<file path="src/hw/rtl/vsd_pkg.sv">
package vsd_pkg;

   localparam int VALUE_BITS_DEFAULT = 64;

   localparam int BYTE_BITS  = 8;
   localparam int GROUP_BITS = 7;
   localparam int OUT_VALUE_BITS = 64;
   localparam int LEN_BITS   = 8;
   localparam int STATUS_BITS = 2;

   localparam logic [BYTE_BITS-1:0] STOP_MASK = 8'b1000_0000;
   localparam logic [BYTE_BITS-1:0] DATA_MASK = 8'b0111_1111;
   localparam logic [LEN_BITS-1:0]  LEN_MAX   = 8'b1111_1111;

   localparam logic [STATUS_BITS-1:0] ST_OK       = 2'd0;
   localparam logic [STATUS_BITS-1:0] ST_OVERFLOW = 2'd1;
   localparam logic [STATUS_BITS-1:0] ST_NO_STOP  = 2'd2;

   typedef struct packed {
      logic                 buffer_end;
      logic [BYTE_BITS-1:0] data_byte;
   } item_type;

   typedef struct packed {
      logic [LEN_BITS-1:0]       rec_len;
      logic [STATUS_BITS-1:0]    status;
      logic [OUT_VALUE_BITS-1:0] value;
   } result_type;

endpackage

</file>
<file path="src/hw/rtl/vsd_step.sv">
module vsd_step
   import vsd_pkg::*;
#(
   parameter int VALUE_BITS = VALUE_BITS_DEFAULT
) (
   input  logic       clock,
   input  logic       reset,
   input  logic       advance,
   input  item_type   item,
   output logic       emit,
   output result_type result
);

   localparam int NUM_GROUPS = (VALUE_BITS + GROUP_BITS - 1) / GROUP_BITS;
   localparam int GRP_W      = $clog2(NUM_GROUPS);
   localparam int EXT_W      = VALUE_BITS + GROUP_BITS;
   localparam int POS_W      = $clog2(EXT_W);

   logic [VALUE_BITS-1:0] acc_ff, acc_in;
   logic [LEN_BITS-1:0]   index_ff, index_in;
   logic                  large_ff, large_in;

   logic [GROUP_BITS-1:0] data;
   logic                  in_range;
   logic [GRP_W-1:0]      kidx;
   logic [POS_W-1:0]      pos;
   logic [EXT_W-1:0]      shifted;
   logic [LEN_BITS-1:0]   len;
   logic                  large_now;
   logic [VALUE_BITS-1:0] acc_now;
   logic                  stop;

   always_comb begin
      data     = item.data_byte[GROUP_BITS-1:0] & DATA_MASK[GROUP_BITS-1:0];
      stop     = (item.data_byte & STOP_MASK) != '0;
      in_range = index_ff < LEN_BITS'(NUM_GROUPS);
      kidx     = index_ff[GRP_W-1:0];
      pos      = POS_W'(GROUP_BITS * int'(kidx));
      shifted  = EXT_W'(data) << pos;

      if (in_range) begin
         acc_now   = acc_ff | shifted[VALUE_BITS-1:0];
         large_now = large_ff | (shifted[EXT_W-1:VALUE_BITS] != '0);
      end else begin
         acc_now   = acc_ff;
         large_now = large_ff | (data != '0);
      end

      len = (index_ff == LEN_MAX) ? LEN_MAX : index_ff + LEN_BITS'(1);

      emit   = stop | item.buffer_end;
      result = '0;
      if (stop) begin
         result.status  = large_now ? ST_OVERFLOW : ST_OK;
         result.value   = large_now ? '0 : OUT_VALUE_BITS'(acc_now);
         result.rec_len = len;
      end else begin
         result.status = ST_NO_STOP;
      end

      acc_in   = acc_ff;
      index_in = index_ff;
      large_in = large_ff;
      if (advance) begin
         if (emit) begin
            acc_in   = '0;
            index_in = '0;
            large_in = 1'b0;
         end else begin
            acc_in   = acc_now;
            index_in = len;
            large_in = large_now;
         end
      end
   end

   always_ff @(posedge clock) begin
      if (reset) begin
         acc_ff   <= '0;
         index_ff <= '0;
         large_ff <= 1'b0;
      end else begin
         acc_ff   <= acc_in;
         index_ff <= index_in;
         large_ff <= large_in;
      end
   end

endmodule

</file>
<file path="src/hw/rtl/varint_stop_bit_decoder_top.sv">
// varint decoder, 7-bit groups least significant first, bit 7 marks the
// last byte of a record.
// req channel: one record byte per transfer on req_tdata, req_tlast set on
// the last byte of the available buffer.
// rsp channel: one transfer per record: value and record length on
// rsp_tdata, status on rsp_tuser (ok, overflow, buffer ended without stop).
// a byte is registered on entry and then decoded straight into the output
// register; a result is offered once the stop byte reaches it. one byte is
// taken every cycle but while a record end waits on a full output register.
// the rate is set by the single decode stage between the input register and
// the output register, which holds the record state.
// when rsp_tready is low the output register holds its result; the input
// register still takes a byte, and further bytes wait only if that byte
// would finish a record while the output register is full.
// reset clears both valid flags and the record state; no clearing pass.
module varint_stop_bit_decoder_top
   import vsd_pkg::*;
#(
   parameter int VALUE_BITS = VALUE_BITS_DEFAULT
) (
   input  logic        clock,
   input  logic        reset,
   input  logic        req_tvalid,
   output logic        req_tready,
   input  logic [7:0]  req_tdata,   // data_byte
   input  logic        req_tlast,   // buffer_end
   output logic        rsp_tvalid,
   input  logic        rsp_tready,
   output logic [71:0] rsp_tdata,   // value [63:0], rec_len [71:64]
   output logic [1:0]  rsp_tuser    // status
);

   logic       in_valid_ff, in_valid_in;
   item_type   in_item_ff, in_item_in;
   logic       out_valid_ff, out_valid_in;
   result_type out_ff, out_in;

   logic       advance;
   logic       emit;
   result_type result;
   logic       out_free;

   vsd_step #(
      .VALUE_BITS(VALUE_BITS)
   ) u_step (
      .clock   (clock),
      .reset   (reset),
      .advance (advance),
      .item    (in_item_ff),
      .emit    (emit),
      .result  (result)
   );

   always_comb begin
      out_free   = !out_valid_ff || rsp_tready;
      // a byte that closes nothing can always move on
      advance    = in_valid_ff && (!emit || out_free);
      req_tready = !in_valid_ff || advance;

      in_valid_in = in_valid_ff;
      in_item_in  = in_item_ff;
      if (req_tready) begin
         in_valid_in = req_tvalid;
         in_item_in  = '{buffer_end: req_tlast, data_byte: req_tdata};
      end

      out_valid_in = out_valid_ff;
      out_in       = out_ff;
      if (out_free) begin
         out_valid_in = advance && emit;
         out_in       = result;
      end
   end

   always_ff @(posedge clock) begin
      if (reset) begin
         in_valid_ff  <= 1'b0;
         out_valid_ff <= 1'b0;
      end else begin
         in_valid_ff  <= in_valid_in;
         out_valid_ff <= out_valid_in;
      end
      in_item_ff <= in_item_in;
      out_ff     <= out_in;
   end

   assign rsp_tvalid = out_valid_ff;
   assign rsp_tdata  = {out_ff.rec_len, out_ff.value};
   assign rsp_tuser  = out_ff.status;

endmodule

</file>
<file path="config.mk">
export PLATFORM = sky130hd
export DESIGN_NAME = varint_stop_bit_decoder_top
export DESIGN_NICKNAME = d
export VERILOG_FILES = /design/src/hw/rtl/vsd_pkg.sv /design/src/hw/rtl/vsd_step.sv /design/src/hw/rtl/varint_stop_bit_decoder_top.sv
export SDC_FILE = /design/constraint.sdc
export NUM_CORES = 1
export LEC_CHECK = 0
export BUFFER_PORTS_ARGS = -buffer_cell sky130_fd_sc_hd__buf_2
export CELL_PAD_IN_SITES_DETAIL_PLACEMENT = 0
export CELL_PAD_IN_SITES_GLOBAL_PLACEMENT = 1
export CORE_UTILIZATION = 45
export CTS_CLUSTER_SIZE = 24
export DETAILED_ROUTE_END_ITERATION = 12
export PLACE_DENSITY = 0.88
export SYNTH_ARGS = -nofsm -noshare
export SYNTH_HDL_FRONTEND = slang
export SYNTH_SLANG_ARGS = --single-unit
export TNS_END_PERCENT = 50
</file>
<file path="constraint.sdc">
create_clock -name clock -period 11.3 [get_ports clock]
set_input_delay 0.565 -clock clock [delete_from_list [all_inputs] [get_ports clock]]
set_output_delay 0.565 -clock clock [all_outputs]
set_load 0.02 [all_outputs]
</file>
==> impl_metrics.json, run 1 <==
{
  "yosysSeqAreaShare": 0.606,
  "numClockSinks": 158,
  "chipWidth_um": 123,
  "drt_wl_total_um": 14300,
  "yosys_warnings": 0,
  "clock_latency_ps": 420,
  "dpl_cell_area_um2": 6990,
  "syn-num-nets": 593,
  "cts_resized": 0,
  "post_synth_fa_ha_maj_area_fraction": 0.00190,
  "post_route_cells_drive_above_1_share": 0.288,
  "run_status": "complete, no violations",
  "synth-seq-cells": 158,
  "critical_path.reg2reg.startpoint": "u_step.index_ff[2]",
  "worst_path_arrival_time_ps": 3150,
  "floorplan.die_area_um2": 15100,
  "grt_remaining_overflow": 0,
  "fillCellCount": 1226,
  "xor_xnor_cell_area_share_of_the_yosys_netlist": 0.00532,
  "worst_hold_path.endpoint": "in_item_ff[2]",
  "netlist_area_um2": 6590,
  "final_cell_area_um2": 7600,
  "row_count": 43,
  "total_of_hold_buffers_inserted_after_clock_tree_synthesis": 0,
  "grt_usage": 0.198,
  "worst_path_max_delay_cell": "a32oi_4",
  "multiInputGateArea_um2": 2280,
  "crit_end_category": "register",
  "route.detailed.drc": 0,
  "whs_ps": 313,
  "final_nets": 646,
  "finalHoldViolCount": 0,
  "cts_tree": "yes",
  "critPathMaxStageDelay_ps": 920,
  "finalCriticalPeriod_ps": 3000,
  "post-cts-setup-buffer-count": 0,
  "maxCapViolations": 0,
  "drt_pass1_iterations": 5,
  "final.setup_skew_ps": 6.74,
  "critical_path.cell_chain": "o21ai_0 > a32oi_4 > buf_4 > nor3_1",
  "grt_first_pass_wirelength_um": 22400,
  "place_ws_ps": 8210,
  "antenna_violations_before_repair": 0,
  "setup_violations": 0,
  "floorplan.die.height_um": 123,
  "netlist_instances": 579,
  "initial_core_util": 0.467,
  "worst_slack_ps": 8300,
  "number_of_unique_standard_cell_types_used_by_synthesis": 42,
  "worst-slew-pin-transition_ps": 1060,
  "via_count_of_the_first_global_routing_pass": 4264,
  "final.setup.tns_ps": 0,
  "vdd_ir_drop_max_uv": 103,
  "finalMaxSlewViolations": 0,
  "hold_class": "primary input to register",
  "clk_transition_reported_paths_ps": 60,
  "crit_type": "register to register",
  "worst_hold_path.num_cells": 1,
  "power_per_cell_area_nw_per_um2": 165,
  "routedWlPerCell_um": 17.3,
  "rr_worst_depth": 4,
  "vias_per_cell": 5.71,
  "rsz0062_at_grt": "no",
  "register_area_um2": 3990,
  "critPathLaunchType": "register",
  "total_leakage_power_nw": 3.00,
  "critical-path-top-delay-family": "compound AO/OA/AOI/OAI gates",
  "synthToLayoutAreaGrowth_pct": 15.3,
  "n_antenna_cell": 0,
  "slew_headroom": 0.290,
  "vias": 4708,
  "clock_tree.htree_level_count": 4,
  "ioPinCount": 89,
  "critical_path_required_ps": 11450,
  "cts_root_buf": "clkbuf_16",
  "cts_max_path_buffers": 2,
  "yosys-mux-area-fraction": 0,
  "post-route-period-util": 0.266,
  "main_combinational_cell_family_by_area_after_synthesis": "simple AND/OR/NAND/NOR gates",
  "cts_inserted_buffers": 17,
  "grt_start_max_net_pins": 79,
  "detail-route-antenna-nets": 0,
  "core-area_um2": 14100,
  "cp_max_fanout": 43,
  "yosys.area_share.simple": 0.185,
  "hpwlAfterDp_um": 9030,
  "regToRegSetupSlack_ps": 8300,
  "initialDrtViolationCount": 428,
  "worst_hold_launch": "req_tdata[2]",
  "synth_compound_gate_area_share": 0.148,
  "crit_buf_inv": 1,
  "r2r-end": "rsp_tdata[61]",
  "peak_clock_frequency_supported_by_timing_mhz": 333,
  "synth.avg_cell_area_um2": 11.4,
  "count_of_buffers_from_port_buffering": 88,
  "worstSetupPathDepth": 4,
  "place.gp.congestion": 0.847
}
[per-stage QoR]
stage,utilization,instances,power (mW)
after floorplan,-,579,0.681
after global placement,0.496,793,0.702
after detailed placement,0.496,793,0.704
after CTS,0.539,825,1.26
after global routing,0.539,825,1.29
final,0.539,825,1.26
[layout make-up]
class	count	area share
flip-flops and latches	158	0.526
multi-input cells	358	0.300
clock buffers	26	0.0743
repair buffers	93	0.0629
well taps	180	0.0296
clock inverters	6	0.00527
inverters	4	0.00198
[sequential cells by signal, summed over array words and instances (netlist names)]
| name | cells |
|---|---|
| u_step.large_ff | 1 |
| u_step.acc_ff | 64 |
| rsp_tdata | 72 |
| rsp_tvalid | 1 |
| in_item_ff | 9 |
| u_step.index_ff | 8 |
| in_valid_ff | 1 |
| rsp_tuser | 2 |
[metal layers]
layer,track usage,vias to the layer above,wire (µm)
li1,-,2250,-
met1,0.284,2265,6710
met2,0.294,173,6470
met3,0.0420,20,878
met4,0.0745,0,210
met5,0,-,0
[cells in the mapped netlist (all sizes together)]
master,number,area (µm²)
or3b,1,8.76
a32o,2,20.0
nor4,4,76.3
dfxtp,75,1500
and2,3,18.8
buf,37,254
edfxtp,83,2490
o2111a,1,11.3
and3,4,25.0
xor2,2,17.5
or4,2,22.5
clkbuf,22,82.6
nand2,5,18.8
nor2,77,289
o21a,2,15.0
a31o,1,8.76
nand2b,4,25.0
a211oi,2,15.0
nand3,3,15.0
o21ai,11,55.1
clkinv,1,3.75
xnor2,2,17.5
o2bb2ai,1,8.76
nand4,2,12.5
a211o,1,8.76
nor2b,8,50.1
ha,1,12.5
a21oi,76,380
o31ai,2,28.8
nor3,71,629
and4,3,26.3
a31oi,65,407
inv,3,11.3
a311oi,1,8.76
a32oi,1,8.76
[power by group]
part           total [mW]  internal [mW]  leakage, nW  switching [mW]
combinational      0.0654         0.0160         1.12          0.0494
sequential          0.626          0.616         1.58          0.0104
clock               0.564          0.346        0.302           0.218
[placed cells by master, fill, tap and decap left out, types with 2 or more instances in the layout]
cell and count:
buf_2 88, edfxtp_1 83, nor2_1 77, a21oi_1 76, dfxtp_1 75, a31oi_1 65
nor3_2 48, clkbuf_16 21, nor3_1 20, o21ai_0 10, nor2b_1 8, nand2_1 5
buf_4 5, and3_1 4, nor3_4 3, nand2b_1 3, inv_1 3, and2_1 3
nor4_4 3, and4_1 3, nand3_1 3, clkbuf_1 3, or4_4 2, nand4_1 2
a211oi_1 2, a32o_1 2, xor2_1 2, xnor2_1 2, inv_4 2, clkinv_4 2
clkbuf_8 2, clkinv_2 2
[how the worst max path moves through the flow]
stage	from	to	slack, ps
final	u_step.index_ff[2]	rsp_tdata[61]	8300
after global routing	u_step.index_ff[2]	rsp_tdata[46]	8110
after CTS	u_step.index_ff[2]	rsp_tdata[50]	8270
after detailed placement	rsp_tready	u_step.large_ff	8210
after global placement	rsp_tready	u_step.large_ff	8280
after floorplan	rsp_tready	u_step.acc_ff[13]	7240
[cell families after synthesis]
kind of cell             Yosys count
AND/OR/NAND/NOR                  187
AO/OA/AOI/OAI                    166
flip-flops                       158
buffers and inverters             63
XOR/XNOR                           4
adder cells (fa/ha/maj)            1
(Power assumes the default switching activity.)
==> run 2, diff against run 1 <==
==> constraint.sdc (replaced) <==
create_clock -name clock -period 2.9 [get_ports clock]
set_input_delay 0.145 -clock clock [delete_from_list [all_inputs] [get_ports clock]]
set_output_delay 0.145 -clock clock [all_outputs]
set_load 0.02 [all_outputs]
==> impl_metrics.json, run 2 (same netlist as run 1, synthesis figures left out) <==
{
  "run_status": "complete, no violations",
  "vias_per_cell": 5.74,
  "final.setup.tns_ps": 0,
  "initialDrtViolationCount": 451,
  "finalHoldViolCount": 0,
  "cts_inserted_buffers": 17,
  "hpwlAfterDp_um": 9750,
  "floorplan.die.height_um": 123,
  "synthToLayoutAreaGrowth_pct": 19.0,
  "critical_path.reg2reg.startpoint": "in_item_ff[5]",
  "rr_worst_depth": 5,
  "cts_max_path_buffers": 2,
  "route.detailed.drc": 0,
  "power_per_cell_area_nw_per_um2": 611,
  "ioPinCount": 89,
  "largest_register_ff_count": 72,
  "peak_clock_frequency_supported_by_timing_mhz": 419,
  "cts_root_buf": "clkbuf_16",
  "final_cell_area_um2": 7840,
  "hold_class": "primary input to register",
  "final_nets": 678,
  "chipWidth_um": 123,
  "final.setup_skew_ps": 9.90,
  "worstSetupStartpoint": "in_item_ff[5]",
  "clock_tree.htree_level_count": 4,
  "drt_pass1_iterations": 5,
  "cp_max_fanout": 30,
  "grt_usage": 0.210,
  "dpl_cell_area_um2": 7170,
  "via_count_of_the_first_global_routing_pass": 4434,
  "post_route_cells_drive_above_1_share": 0.304,
  "worstSetupPathDepth": 5,
  "worst-slew-pin-transition_ps": 969,
  "grt_first_pass_wirelength_um": 23600,
  "floorplan.die_area_um2": 15100,
  "worst_hold_launch": "req_tdata[4]",
  "count_of_buffers_from_port_buffering": 88,
  "worst_path_max_delay_cell": "or4_4",
  "fillCellCount": 1190,
  "critPathMaxStageDelay_ps": 600,
  "instances_no_fill": 857,
  "final_common_cell": "buf_2",
  "grt_remaining_overflow": 0,
  "post-route-period-util": 0.824,
  "cts_tree": "yes",
  "total_leakage_power_nw": 3.12,
  "critical_path.cell_chain": "or4_4 > nor3_4 > a32oi_4 > buf_12 > nor3_1",
  "critPathLaunchType": "register",
  "place.gp.congestion": 0.893,
  "detail-route-antenna-nets": 0,
  "grt_start_max_net_pins": 46,
  "critical_path_required_ps": 3150,
  "vdd_ir_drop_max_uv": 393,
  "placed_cells_incl_taps": 813,
  "n_antenna_cell": 0,
  "maxCapViolations": 0,
  "critical-path-top-delay-family": "simple AND/OR/NAND/NOR gates",
  "antenna_violations_before_repair": 0,
  "critical_path.endpoint": "rsp_tdata[0]",
  "final_cell_mix": "88 x buf_2, 83 x edfxtp_1, 77 x nor2_1",
  "finalMaxSlewViolations": 0,
  "routedWlPerCell_um": 17.5,
  "regToRegSetupSlack_ps": 510,
  "initial_core_util": 0.467,
  "worst_path_arrival_time_ps": 2640,
  "power_mw": 4.79,
  "row_count": 43,
  "clk_transition_reported_paths_ps": 60,
  "drt_wl_total_um": 15000,
  "crit_type": "register to register",
  "setup_violations": 0,
  "crit_end_category": "register",
  "slew_headroom": 0.347,
  "rsz0062_at_grt": "no",
  "numClockSinks": 158,
  "r2r-end": "rsp_tdata[0]",
  "cts_resized": 0,
  "crit_buf_inv": 1,
  "core-area_um2": 14100,
  "clock_latency_ps": 420,
  "vias": 4916,
  "finalCriticalPeriod_ps": 2390
}
==> run 2: repair_timing <==
action / in CTS / in global routing
endpoints found under the hold margin: 13 / 0
hold buffers: 12 / 0
buffers inserted: 0 / 0
==> run 2: power by group <==
| part | switching, mW | internal (mW) | leakage [nW] | total, mW |
|---|---|---|---|---|
| Clock | 0.887 | 1.17 | 0.262 | 2.06 |
| Sequential | 0.0308 | 2.40 | 1.58 | 2.43 |
| Combinational | 0.210 | 0.0897 | 1.27 | 0.300 |
| Total | 1.13 | 3.66 | 3.12 | 4.79 |
==> run 2: how the worst min path moves through the flow <==
stage	to	slack, ps	cells past startpoint
2_1_floorplan	rsp_tvalid	210	1
3_3_place_gp	in_item_ff[8]	320	1
3_5_place_dp	in_item_ff[7]	320	1
4_1_cts	in_item_ff[7]	410	2
5_1_grt	in_item_ff[1]	420	2
6_report	in_item_ff[4]	430	2
==> run 2: metrics by stage <==
stage	utilization	hold WS, ps	worst slack (ps)
global placement	0.508	324	583
floorplan	-	214	190
CTS	0.556	410	522
finish	0.556	432	511
detailed placement	0.508	324	528
global route	0.556	425	385
==> run 2: layout make-up <==
class	count	area [µm²]	area share
flip-flops and latches	158	3990	0.510
multi-input cells	358	2280	0.291
clock inverters	15	123	0.0157
clock buffers	17	425	0.0543
repair buffers	125	773	0.0987
well taps	180	225	0.0287
inverters	4	15.0	0.00192
==> run 2: routing by layer <==
| layer | global-route usage | wire length [µm] | vias to the layer above | share of wire |
|---|---|---|---|---|
| met3 | 0.0466 | 978 | 21 | 0.065 |
| met4 | 0.0708 | 234 | 0 | 0.016 |
| li1 | - | - | 2311 | - |
| met2 | 0.335 | 7180 | 191 | 0.48 |
| met1 | 0.283 | 6620 | 2393 | 0.44 |
| met5 | 0 | 0 | - | 0 |
